[config.mk]
export PLATFORM = sky130hd
export DESIGN_NAME = fpa_div_stage
export DESIGN_NICKNAME = d
export VERILOG_FILES = /design/src/fpa_pkg.sv /design/src/fpa_div_stage.sv
export SDC_FILE = /design/constraint.sdc
export NUM_CORES = 1
export LEC_CHECK = 0
export BUFFER_PORTS_ARGS = -buffer_cell sky130_fd_sc_hd__buf_4
export CAP_MARGIN = 5
export CORE_AREA = 3 3 174 176
export DETAILED_ROUTE_END_ITERATION = 7
export DIE_AREA = 0 0 177 179
export GPL_TIMING_DRIVEN = 0
export SYNTH_ARGS = -nofsm -noshare
export SYNTH_HDL_FRONTEND = slang
export SYNTH_SLANG_ARGS = --single-unit
export TNS_END_PERCENT = 20
[constraint.sdc]
create_clock -name i_clk -period 7.85 [get_ports i_clk]
set_clock_uncertainty 0.2 [all_clocks]
set_input_delay 0.785 -clock i_clk [delete_from_list [all_inputs] [get_ports i_clk]]
set_output_delay 0.785 -clock i_clk [all_outputs]
set_load 0.01 [all_outputs]
[src/fpa_pkg.sv]
// Package for the fixed-point ALU: operation and fault codes, widths and pipeline records.
package fpa_pkg;

    localparam int FRAC_BITS = 8;
    localparam int DATA_W    = 32;
    localparam int MAG_W     = DATA_W + 1;            // magnitude of a signed word
    localparam int NUM_W     = MAG_W + FRAC_BITS;     // divide numerator width
    localparam int DIV_STEPS = NUM_W;                 // one quotient bit per stage
    localparam int PROD_W    = 2 * MAG_W;

    typedef enum logic [3:0] {
        OP_ADD  = 4'd0,
        OP_SUB  = 4'd1,
        OP_MUL  = 4'd2,
        OP_DIV  = 4'd3,
        OP_MIN  = 4'd4,
        OP_MAX  = 4'd5,
        OP_I2F  = 4'd6,
        OP_F2I  = 4'd7,
        OP_INCR = 4'd8,
        OP_DECR = 4'd9
    } t_op;

    typedef enum logic [1:0] {
        FAULT_NONE = 2'd0,
        FAULT_OVF  = 2'd1,
        FAULT_DIV0 = 2'd2
    } t_fault;

    // Payload that travels alongside the long divide.
    typedef struct packed {
        logic [3:0]        op;
        logic              neg;       // result sign before magnitude is known
        logic [PROD_W-1:0] mag;       // magnitude for mul/add-class results
        logic [DATA_W-1:0] direct;    // finished result that needs no packing
        logic              use_dir;
        logic [1:0]        fault;
        logic              lt;
        logic              eq;
        logic              gt;
    } t_ctl;

    // Saturate a sign and magnitude into a 32-bit word.
    function automatic logic [DATA_W:0] sat_pack(input logic neg, input logic [PROD_W-1:0] m);
        logic [PROD_W-1:0] lim;
        logic [DATA_W-1:0] w;
        logic              ovf;
        lim = '0;
        w   = '0;
        ovf = 1'b0;
        if (neg) begin
            lim[DATA_W-1] = 1'b1;
            if (m > lim) begin
                ovf = 1'b1;
                w   = {1'b1, {(DATA_W-1){1'b0}}};
            end else begin
                w = DATA_W'(-m);
            end
        end else begin
            lim[DATA_W-2:0] = '1;
            if (m > lim) begin
                ovf = 1'b1;
                w   = {1'b0, {(DATA_W-1){1'b1}}};
            end else begin
                w = m[DATA_W-1:0];
            end
        end
        return {ovf, w};
    endfunction

endpackage

[src/fpa_div_stage.sv]
// One restoring-division stage: yields one quotient bit per cycle, with stall support.
module fpa_div_stage
    import fpa_pkg::*;
(
    input  logic             i_clk,
    input  logic             i_rst_n,
    input  logic             i_adv,
    input  logic             i_valid,
    input  logic [NUM_W-1:0] i_rem,
    input  logic [NUM_W-1:0] i_num,
    input  logic [MAG_W-1:0] i_den,
    input  t_ctl             i_ctl,
    output logic             o_valid,
    output logic [NUM_W-1:0] o_rem,
    output logic [NUM_W-1:0] o_num,
    output logic [MAG_W-1:0] o_den,
    output t_ctl             o_ctl
);

    logic [NUM_W-1:0] r_rem, r_num;
    logic [MAG_W-1:0] r_den;
    t_ctl             r_ctl;
    logic             r_valid;
    logic [NUM_W:0]   w_shift;
    logic [NUM_W:0]   w_diff;
    logic [NUM_W-1:0] n_rem, n_num;

    // Shift in the next numerator bit, try to subtract the divisor.
    always_comb begin
        w_shift = {i_rem, i_num[NUM_W-1]};
        w_diff  = w_shift - (NUM_W+1)'(i_den);
        if (!w_diff[NUM_W]) begin
            n_rem = w_diff[NUM_W-1:0];
            n_num = {i_num[NUM_W-2:0], 1'b1};
        end else begin
            n_rem = w_shift[NUM_W-1:0];
            n_num = {i_num[NUM_W-2:0], 1'b0};
        end
    end

    // Advance only when the downstream side moves.
    always_ff @(posedge i_clk) begin
        if (!i_rst_n) begin
            r_valid <= 1'b0;
        end else if (i_adv) begin
            r_valid <= i_valid;
        end
    end

    always_ff @(posedge i_clk) begin
        if (i_adv) begin
            r_rem <= n_rem;
            r_num <= n_num;
            r_den <= i_den;
            r_ctl <= i_ctl;
        end
    end

    assign o_valid = r_valid;
    assign o_rem   = r_rem;
    assign o_num   = r_num;
    assign o_den   = r_den;
    assign o_ctl   = r_ctl;

endmodule

# --- Word level (Yosys, flattened, before mapping) ---
# Index checks and enable logic that the tools add are counted.
# Widths: inputs -> output; s select.
word_totals:
  regBits: 225
  input_bits: 228
  word_cells: 16
classes:
  add_sub_neg: 1
  mux: 2
op_table:
  columns: ["operator", "n"]
  rows:
  - ["$sub 42x33->42", 1]
  - ["$mux 41", 1]
  - ["$mux 1", 1]

# --- Longest topological paths before layout ---
# Gate-level depths: netlist (run 1).
logic_depth:
  ltp_word: 2
  ltp_mapped: 13
  depth_no_buf: 11

# --- Worst setup path after synthesis (run 1) ---
# OpenSTA, ideal clock, no wires.
synth_path:
  path_type: "input to register"
  from: "input i_num[40]"
  to: "register r_rem[36] (netlist: o_rem[36]), data pin"
  t_arrival_ns: 3.041
  t_required_ns: 7.384
  slack_ns: 4.344
  stages: 11
  n_path_buf: 0
  cell_sequence: "inv_1 ha_1 fa_1 nor2b_1 o31a_1 a41oi_1 o311a_1 o31ai_1 and3_1 nor4_4 xor2_1"
synth_via:
  elab_chain_cells: 2
synth_rtl:
  columns: ["element", "line_no", "rtl"]
  rows:
  - ["start, declared", "fpa_div_stage.sv:10", "input logic [NUM_W-1:0] i_num,"]
  - ["$sub 42x33->42", "fpa_div_stage.sv:31", "w_diff = w_shift - (NUM_W+1)'(i_den);"]
  - ["$mux 41", "fpa_div_stage.sv:32", "if (!w_diff[NUM_W]) begin"]
  - ["net n_rem[36]", "fpa_div_stage.sv:26", "logic [NUM_W-1:0] n_rem, n_num;"]
  - ["end signal, assigned", "fpa_div_stage.sv:52", "r_rem <= n_rem;"]
  - ["end, declared", "fpa_div_stage.sv:20", "logic [NUM_W-1:0] r_rem, r_num;"]
# The timed path passes the listed nets, and every way through them passes these cells.
# A chain may end at the register's enable or synchronous reset.

# --- Worst setup path in the final report (run 1) ---
layout_path:
  from: "input i_num[40]"
  to: "register r_rem[28] (netlist: o_rem[28]), data pin"
# Same word-level chain as after synthesis.

==> results of run 1 <==
[registers in the layout, summed over array words and instances (netlist names)]
signal,flops
o_ctl,109
o_num,41
o_rem,41
o_den,33
o_valid,1
[stage by stage]
stage               total power (W)  utilization (%)  instances  hold WS [ns]  instance area, um^2
finish                      0.00318             49.3       1543         0.226                14200
CTS                         0.00323             49.3       1543         0.196                14200
global placement            0.00207             46.5       1498         0.308                13400
floorplan                   0.00173                -        662         0.338                 9510
detailed placement          0.00208             46.6       1499         0.327                13400
global route                0.00332             49.3       1543         0.192                14200
[synth_stat cells (4+ instances only)]
cell type    n
a211oi_1     5
a21o_1      15
a21oi_1     40
a31oi_1      7
buf_2        7
clkbuf_1    11
edfxtp_1   224
ha_1        33
inv_1       42
nand2_1     62
nand2b_1     6
nand3_1      7
nand4_1      9
nor2_1      24
nor2b_1      4
nor3_1       6
nor4_1       4
o21a_1       4
o21ai_0     44
o21ai_1     10
o21bai_1     5
o31ai_1      5
xnor2_1     17
xor2_1      20
[layer usage]
layer	vias up	wire length, um	global-route usage, %
met3	68	3000	6.65
met4	4	1450	8.05
met5	-	23	0
met1	3459	11800	21.5
met2	274	16500	33.3
li1	3450	-	-
[path summary, 6_finish.rpt]
check                  from   endpoint  cells past startpoint
setup / recovery  i_num[40]  o_rem[28]                     12
hold / removal     i_num[4]   o_num[5]                      1
setup reg to reg    o_valid    o_valid                      2
hold reg to reg     o_valid    o_valid                      2
[worst max-delay path, stage by stage]
cell and delay (ns):
buf_4 0.08, inv_1 0.03, ha_1 0.23, fa_1 0.43, nor2b_1 0.17, o31a_1 0.19, a41oi_1 0.29, o311a_1 0.40
o31ai_1 0.65, a21boi_0 0.29, xor2_1 0.20, o21ai_0 0.20
[cell type report]
class	instances	share of cell area [%]
inverter	43	1.14
multi-input combinational	373	17.6
buffer	21	0.705
clock buffer	37	4.87
sequential	225	47.5
tap	384	3.38
clock inverter	7	0.652
timing repair buffer	453	24.1
[power groups by stage]
| stage | Combinational [W] | Sequential [W] | Clock, W |
|---|---|---|---|
| after floorplan | 0.000173 | 0.00155 | 0 |
| after global placement | 0.000577 | 0.00150 | 0 |
| after detailed placement | 0.000583 | 0.00150 | 0 |
| after CTS | 0.000586 | 0.00147 | 0.00117 |
| after global routing | 0.000624 | 0.00148 | 0.00121 |
| final | 0.000576 | 0.00147 | 0.00114 |
[kinds of logic (layout without fill, tap and decap cells)]
group | after synthesis | count (layout) | share of synthesized area (%)
xor+xnor | 37 | 37 | 3.41
mux | 5 | 5 | 0.566
compound gates | 157 | 157 | 10.5
simple gates | 140 | 140 | 7.28
fa+ha+maj | 34 | 34 | 4.55
buf+inv | 64 | 561 | 2.75
flops | 225 | 225 | 71.0
[placed cells by master (no fill, tap or decap), drive strengths merged, types with 5 or more instances in the layout]
cell type	netlist	layout
a211oi	6	6
a21o	15	15
a21oi	40	40
a31oi	7	7
buf	9	462
clkbuf	12	49
clkinv	0	5
edfxtp	224	224
ha	33	33
inv	43	43
nand2	62	62
nand2b	6	6
nand3	8	8
nand4	10	10
nor2	24	24
nor3	6	6
nor4	6	6
o21ai	54	54
o21bai	5	5
o31ai	5	5
xnor2	17	17
xor2	20	20
==> results.cfg, run 1 <==
[die]
core_area_um2 = 28800
die_x_um = 177
fp-row-count = 62
ios = 453
start_util_pct = 33.0
die_h_um = 179
dieArea_um2 = 31700

[clock_network]
hold_buffers = 0
post_cts_resized = 0
clk_pin_slew_ns = 0.06
cts_tree = yes
cts_buffer_depth = 3
clock-root-buffer = clkbuf_16
numClockSinks = 225
htree_levels = 1
clkLatencyLatePin_ns = 0.53
cts_setup_buffers = 0
cts_inserted_buffers = 26

[timing]
tns_ns = 0
setup_ws_ns = 4.04
finalCritPeriodShare_pct = 48.6
maxSlewViolCount = 0
max_freq_mhz = 262
hold_viol_final = 0
post-route-min-period_ns = 3.81
slew_headroom_pct = 45.9
tightestPinTransition_ns = 0.811
rsz0062_at_grt = no
finalSetupViolCount = 0

[worst_setup_path]
endpoint_kind = flip-flop
crit_fanout = 5
cp.required_ns = 8.00
crit_arrival_ns = 3.96
reg2reg_setup_slack_ns = 7.05
start_kind = input pin
crit_type = input pin to flip-flop

[synthesis]
synthArstFlopShare_pct = 0
syn_nets = 924
synth_area_leaders = edfxtp_1 71%, ha_1 4.3%, nand2_1 2.4%, o21ai_0 2.3%, a21oi_1 2.1%
syn-cell-area_um2 = 9510
yosysTopAreaCellShare_pct = 70.8
synth-main-ff-cell = edfxtp_1
ys_types = 61
synth-seq-cells = 225
avgSynthCellArea_um2 = 14.4
syn_inst = 662
seq_area_frac_synth_pct = 71.0
synth_top_cell_by_area = edfxtp_1
yosysWarnings = 0
synth_edf_count = 224

[finish]
layout-drive-gt1-share_pct = 43.9
final_nets = 1405
antennaDiodeCount = 0
fill_cells = 2588
seqCellArea_um2 = 6750
multiInputGateArea_um2 = 2500
area_growth_pct = 49.4

[status]
outcome = complete, no violations

[route]
drc = 0
viasPerCell = 4.70
ant_nets = 0
vias = 7255
wirelength_um = 32900
drt_iter0_drc = 543
drt_pass1_iterations = 4
wl_per_cell_um = 21.3

[pwr]
cellPowerDensity_nw_per_um2 = 224
p_sw_share_pct = 24.8
intPower_w = 0.00239
seqPwrFrac_pct = 46.3
power.share.clock_pct = 35.7
p_comb_share_pct = 18.1
p_switching_w = 0.000791
peakVddDrop_mv = 0.143
p_leak_nw = 6.09

[placement]
place.gp.congestion = 0.859
io_buffers = 452
pre_cts_ws_ns = 3.41
dpl.hpwl_um = 25800

[global_route]
grt_max_degree = 127
antenna_found_initial = 2
grt.total_usage_pct = 19.2
grt_pass1_wl_um = 45400
grt-ovfl-total = 0
grt_pass1_vias = 7123

[run]
max_cap_viol_count = 0

[hold_path]
min_path_type = input pin to flip-flop
No activity file was read; power rests on OpenSTA's default activity.
==> run 2, diff against run 1 <==
Settings changed: ABC_AREA from default to 1, CORE_AREA 3 3 174 176 to 3 3 175 177, DIE_AREA 0 0 177 179 to 0 0 178 180.
Clock period 7.85 ns to 3.6 ns, I/O delays scaled along.
==> run 2 against run 1 <==
  * Core utilization rose by 9.8 points
  * Clock power rose by 110%
  * Final area rose by 22%
  * Critical endpoint is now o_rem[32]
==> results.cfg, run 2 <==
[timing]
setup_ws_ns = 0.754
tightestPinTransition_ns = 0.888
tns_ns = 0
finalSetupViolCount = 0
maxSlewViolCount = 0
finalCritPeriodShare_pct = 79.1
slew_headroom_pct = 40.8
rsz0062_at_grt = no
post-route-min-period_ns = 2.85
hold_viol_final = 0
max_freq_mhz = 351

[worst_setup_path]
crit_chain = dlygate4sd3_1 -> buf_4 -> inv_1 -> ha_1 -> fa_1 -> inv_1 -> nand2_1 -> nand2_1 -> nand3_1 -> nand2_1 -> nand3_1 -> nand2_1 -> nand2_1 -> nand3_1 -> nand2_1 -> nand2_1 -> nand2_1
slowest_delay_ns = 0.53
endpoint_kind = flip-flop
rr_worst_depth = 3
crit_type = input pin to flip-flop
r2r_start = o_valid
r2r_end = o_valid
crit_arrival_ns = 2.92
start_kind = input pin
cp.required_ns = 3.67
cpMaxStageDelayCell = dlygate4sd3_1
reg2reg_setup_slack_ns = 2.09
path_common_cell = nand2_1
crit_fanout = 4

[synthesis]
syn-cell-area_um2 = 10400
yosysTopAreaCellShare_pct = 64.6
ys_types = 28
yosysWarnings = 0
seq_area_frac_synth_pct = 64.8
synth_most_common_cell = nand2_1
synth-simple-area-share_pct = 20.6
synth_common_cells = 404 x nand2_1, 224 x edfxtp_1, 166 x inv_1, 72 x nor2_1, 41 x nand3_1
synth-main-ff-cell = edfxtp_1
synth_top_cell_by_area = edfxtp_1
syn_nets = 1293
yosys.area_share.xor_xnor_pct = 2.02
synth_mux_area_share_pct = 0
synth-seq-cells = 225
synth-compound-area-share_pct = 1.71
synth_top_family_by_area = simple AND/OR/NAND/NOR gates
syn_inst = 1031
synthAdderAreaFrac_pct = 4.16
avgSynthCellArea_um2 = 10.1
synth_area_leaders = edfxtp_1 65%, nand2_1 15%, inv_1 6.0%, ha_1 4.0%, nor2_1 2.6%
synth_edf_count = 224
synthArstFlopShare_pct = 0

[route]
vias = 9653
ant_nets = 0
drc = 0
drt_pass1_iterations = 4
drt_iter0_drc = 513
viasPerCell = 4.49
wl_per_cell_um = 19.1
wirelength_um = 41000

[finish]
final_common_cell = buf_4
area_growth_pct = 66.9
layout-drive-gt1-share_pct = 29.2
final_cells = 2152
final_cell_mix = 455 x buf_4, 404 x nand2_1, 225 x dlygate4sd3_1, 224 x edfxtp_1, 166 x inv_1
final_nets = 1999
largest_register_ffs = 109
fin_util_pct = 59.1

[hold_path]
hold_depth = 1
hold_path_end = o_den[25]
holdCritStartpoint = i_adv
min_path_type = input pin to flip-flop

[global_route]
antenna_found_initial = 10
grt.total_usage_pct = 24.5
grt_pass1_vias = 9984
grt-ovfl-total = 0
grt_pass1_wl_um = 59700
grt_max_degree = 124

[placement]
io_buffers = 452
place.gp.congestion = 0.913
pre_cts_ws_ns = 0.796
dpl.hpwl_um = 30300
numPlacedInstances = 1874

[clock_network]
htree_levels = 1
clk_pin_slew_ns = 0.06
cts_inserted_buffers = 26
clock-root-buffer = clkbuf_16
clkLatencyLatePin_ns = 0.52
cts_buffer_depth = 3
cts_tree = yes
numClockSinks = 225

[die]
start_util_pct = 35.4
core_area_um2 = 29400
die_h_um = 180
fp-row-count = 63
die_x_um = 178
ios = 453
dieArea_um2 = 32000

[run]
max_cap_viol_count = 0

[pwr]
cellPowerDensity_nw_per_um2 = 416
p_leak_nw = 8.27
peakVddDrop_mv = 0.319

[status]
outcome = complete, no violations
-- run 2: metrics by stage --
step	hold slack (ns)	instance area (um^2)	total power, W
after floorplan	0.253	10400	0.00381
after global placement	0.338	14300	0.00460
after detailed placement	0.340	14300	0.00461
after CTS	0.150	17400	0.00729
after global routing	0.173	17400	0.00754
final	0.131	17400	0.00723
-- run 2: worst max-delay path by stage --
stage                           end  depth (start not counted)  slack [ns]      start
final                     o_rem[32]                         17        0.75  i_num[40]
after floorplan           o_rem[28]                         15        1.36  i_num[40]
after detailed placement  o_rem[33]                         15        0.80  i_rem[22]
after global routing      o_rem[25]                         16        0.57  i_rem[22]
after global placement      o_valid                          3        0.39      i_adv
after CTS                 o_rem[33]                         16        0.75  i_rem[22]
-- run 2: kinds of logic after synthesis --
kind of cell    Yosys count
compound gates           34
flops                   225
simple gates            539
xor+xnor                 24
fa+ha+maj                34
buf+inv                 175
-- run 2: repair_timing --
action	CTS	global route
buffers inserted	0	0
gates resized for setup	0	0
endpoints found under the hold margin	224	0
hold buffers	225	0
-- run 2: critical path, delay by kind of cell --
| family | cells | cell delay [ns] |
|---|---|---|
| buffers and inverters | 4 | 0.83 |
| and+or+nand+nor | 11 | 1.11 |
| adders and majority gates | 2 | 0.62 |
-- run 2: cell type report --
| type | count | area (um^2) |
|---|---|---|
| Inverter | 167 | 627 |
| Fill cell | 2420 | 12000 |
| Sequential cell | 225 | 6750 |
| Multi-Input combinational cell | 631 | 2970 |
| Timing Repair Buffer | 678 | 5680 |
| Clock inverter | 12 | 81.3 |
| Antenna cell | 8 | 20.0 |
| Buffer | 8 | 75.1 |
| Tap cell | 390 | 488 |
| Clock buffer | 33 | 698 |
-- run 2: per-layer routing --
metal | global-route usage [%] | vias to the layer above | wire length [um]
met5 | 0 | - | 55
met3 | 5.43 | 83 | 2940
met2 | 44.6 | 338 | 20800
li1 | - | 4726 | -
met4 | 8.51 | 8 | 1640
met1 | 28.1 | 4498 | 15600
-- run 2: power by group --
part / leakage [nW] / internal, W / switching, W / total (W)
clock: 0.382 / 0.00143 / 0.00102 / 0.00245
sequential: 2.20 / 0.00315 / 0.0000711 / 0.00322
combinational: 5.68 / 0.000761 / 0.000804 / 0.00156
==> run 3, diff against run 2 <==
Settings changed: ABC_AREA 1 to 0, CORE_AREA 3 3 175 177 to 3 3 174 176, DIE_AREA 0 0 178 180 to 0 0 177 179.
Clock period 3.6 ns to 2.94 ns, I/O delays scaled along.
==> run 3 against run 2 <==
  * Clock power grew 25%
  * Worst setup slack lost 0.65 ns
  * Sequential power grew 22%
  * Global-route usage shrank 2.6 points
  * Largest cell class unchanged
  * Cell count shrank 17%
  * Critical path depth shrank 5
  * Hold slack lost 0.060 ns
  * Routed wire length shrank 9.3%
  * Via count shrank 13%
  * Combinational power grew 21%
  * Final area shrank 4.0%
  * Total power grew 23%
==> results.cfg, run 3 (same netlist as run 1, synthesis figures left out) <==
[worst_setup_path]
crit_arrival_ns = 2.91
reg2reg_setup_slack_ns = 1.57
crit_fanout = 5
cp.required_ns = 3.01
endpoint_kind = flip-flop
r2r_start = o_valid
crit_type = input pin to flip-flop
crit_end = o_rem[36]
rr_worst_depth = 3
crit_start = i_num[40]
start_kind = input pin
r2r_end = o_valid

[finish]
final_area_um2 = 16700
largest_register_ffs = 109
final_cells = 1778
fill_cells = 2297
area_growth_pct = 75.6
final_nets = 1635
final_cell_mix = 456 x buf_4, 227 x dlygate4sd3_1, 224 x edfxtp_1, 62 x nand2_1, 44 x o21ai_0
layout-drive-gt1-share_pct = 38.3
fin_util_pct = 58.0
final_common_cell = buf_4

[timing]
tns_ns = 0
finalCritPeriodShare_pct = 96.6
tightestPinTransition_ns = 0.572
rsz0062_at_grt = yes
maxSlewViolCount = 0
slew_headroom_pct = 61.4
hold_viol_final = 0
finalSetupViolCount = 0
post-route-min-period_ns = 2.84
max_freq_mhz = 352

[route]
vias = 8403
viasPerCell = 4.73
wl_per_cell_um = 20.9
drt_iter0_drc = 461
drc = 0
drt_pass1_iterations = 5
ant_nets = 0
wirelength_um = 37200

[clock_network]
numClockSinks = 225
clkLatencyLatePin_ns = 0.52
htree_levels = 1
cts_buffer_depth = 3
cts_tree = yes
cts_inserted_buffers = 25
clock-root-buffer = clkbuf_16
clk_pin_slew_ns = 0.06

[global_route]
grt-ovfl-total = 0
grt_pass1_vias = 8466
grt.total_usage_pct = 21.9
grt_max_degree = 91
grt_pass1_wl_um = 52500
antenna_found_initial = 8

[die]
die_h_um = 179
fp-row-count = 62
start_util_pct = 33.0
die_x_um = 177
dieArea_um2 = 31700
ios = 453
core_area_um2 = 28800

[hold_path]
min_path_type = input pin to flip-flop

[placement]
numPlacedInstances = 1500
place_area_um2 = 13500
place.gp.congestion = 0.860
io_buffers = 452
dpl.hpwl_um = 26000

[pwr]
peakVddDrop_mv = 0.396
p_total_w = 0.00888
cellPowerDensity_nw_per_um2 = 532
p_leak_nw = 7.10

[status]
outcome = complete, no violations

[run]
max_cap_viol_count = 0
run 3: power breakdown:
part / internal, W / total (W) / switching, W
clock: 0.00181 / 0.00306 / 0.00125
combinational: 0.000966 / 0.00188 / 0.000918
sequential: 0.00386 / 0.00394 / 0.0000843
total: 0.00663 / 0.00888 / 0.00225
run 3: worst max-delay path, cell delays in order:
cell	delay [ns]
buf_4	0.08
inv_1	0.04
ha_1	0.24
fa_1	0.42
nor2b_1	0.17
o31a_1	0.23
a41oi_4	0.22
o311a_1	0.39
o31ai_4	0.35
and3_1	0.26
nor4_4	0.06
xor2_1	0.15
run 3: layout make-up:
cell class / count / area, um^2 / share of cell area (%)
multi-input combinational: 373 / 2630 / 15.8
clock buffer: 30 / 644 / 3.86
tap: 384 / 480 / 2.88
clock inverter: 14 / 139 / 0.832
antenna: 4 / 10.0 / 0.0600
inverter: 43 / 161 / 0.967
timing repair buffer: 685 / 5760 / 34.5
buffer: 20 / 119 / 0.712
sequential: 225 / 6750 / 40.4
run 3: worst min path at each step:
| stage | to | cells after the start | from | slack (ns) |
|---|---|---|---|---|
| final | o_rem[1] | 3 | i_den[1] | 0.07 |
| after CTS | o_rem[1] | 3 | i_den[1] | 0.04 |
| after global routing | o_rem[1] | 3 | i_den[1] | 0.07 |
| after floorplan | o_ctl[0] | 0 | i_ctl[0] | 0.19 |
| after detailed placement | o_ctl[8] | 1 | i_ctl[8] | 0.27 |
| after global placement | o_ctl[100] | 1 | i_ctl[100] | 0.27 |
run 3: timing repair:
action	4_1_cts	5_1_grt
pin swaps	0	4
hold buffers	227	0
gates cloned	0	1
setup buffers	0	3
setup endpoints to repair	25	39
endpoints found under the hold margin	257	0
gates resized for setup	6	22
run 3: through the flow:
step	setup WS [ns]	hold WS (ns)
after floorplan	-0.00189	0.193
after global placement	-0.843	0.272
after detailed placement	-0.815	0.273
after CTS	0.0126	0.0433
after global routing	-0.00728	0.0745
final	0.0998	0.0702
run 3: layer usage:
metal | track usage [%] | vias to the layer above | wire length (um)
met4 | 11.1 | 8 | 2050
met1 | 24.2 | 4006 | 13400
met5 | 0 | - | 51
met3 | 6.65 | 99 | 3060
li1 | - | 3922 | -
met2 | 38.2 | 368 | 18600
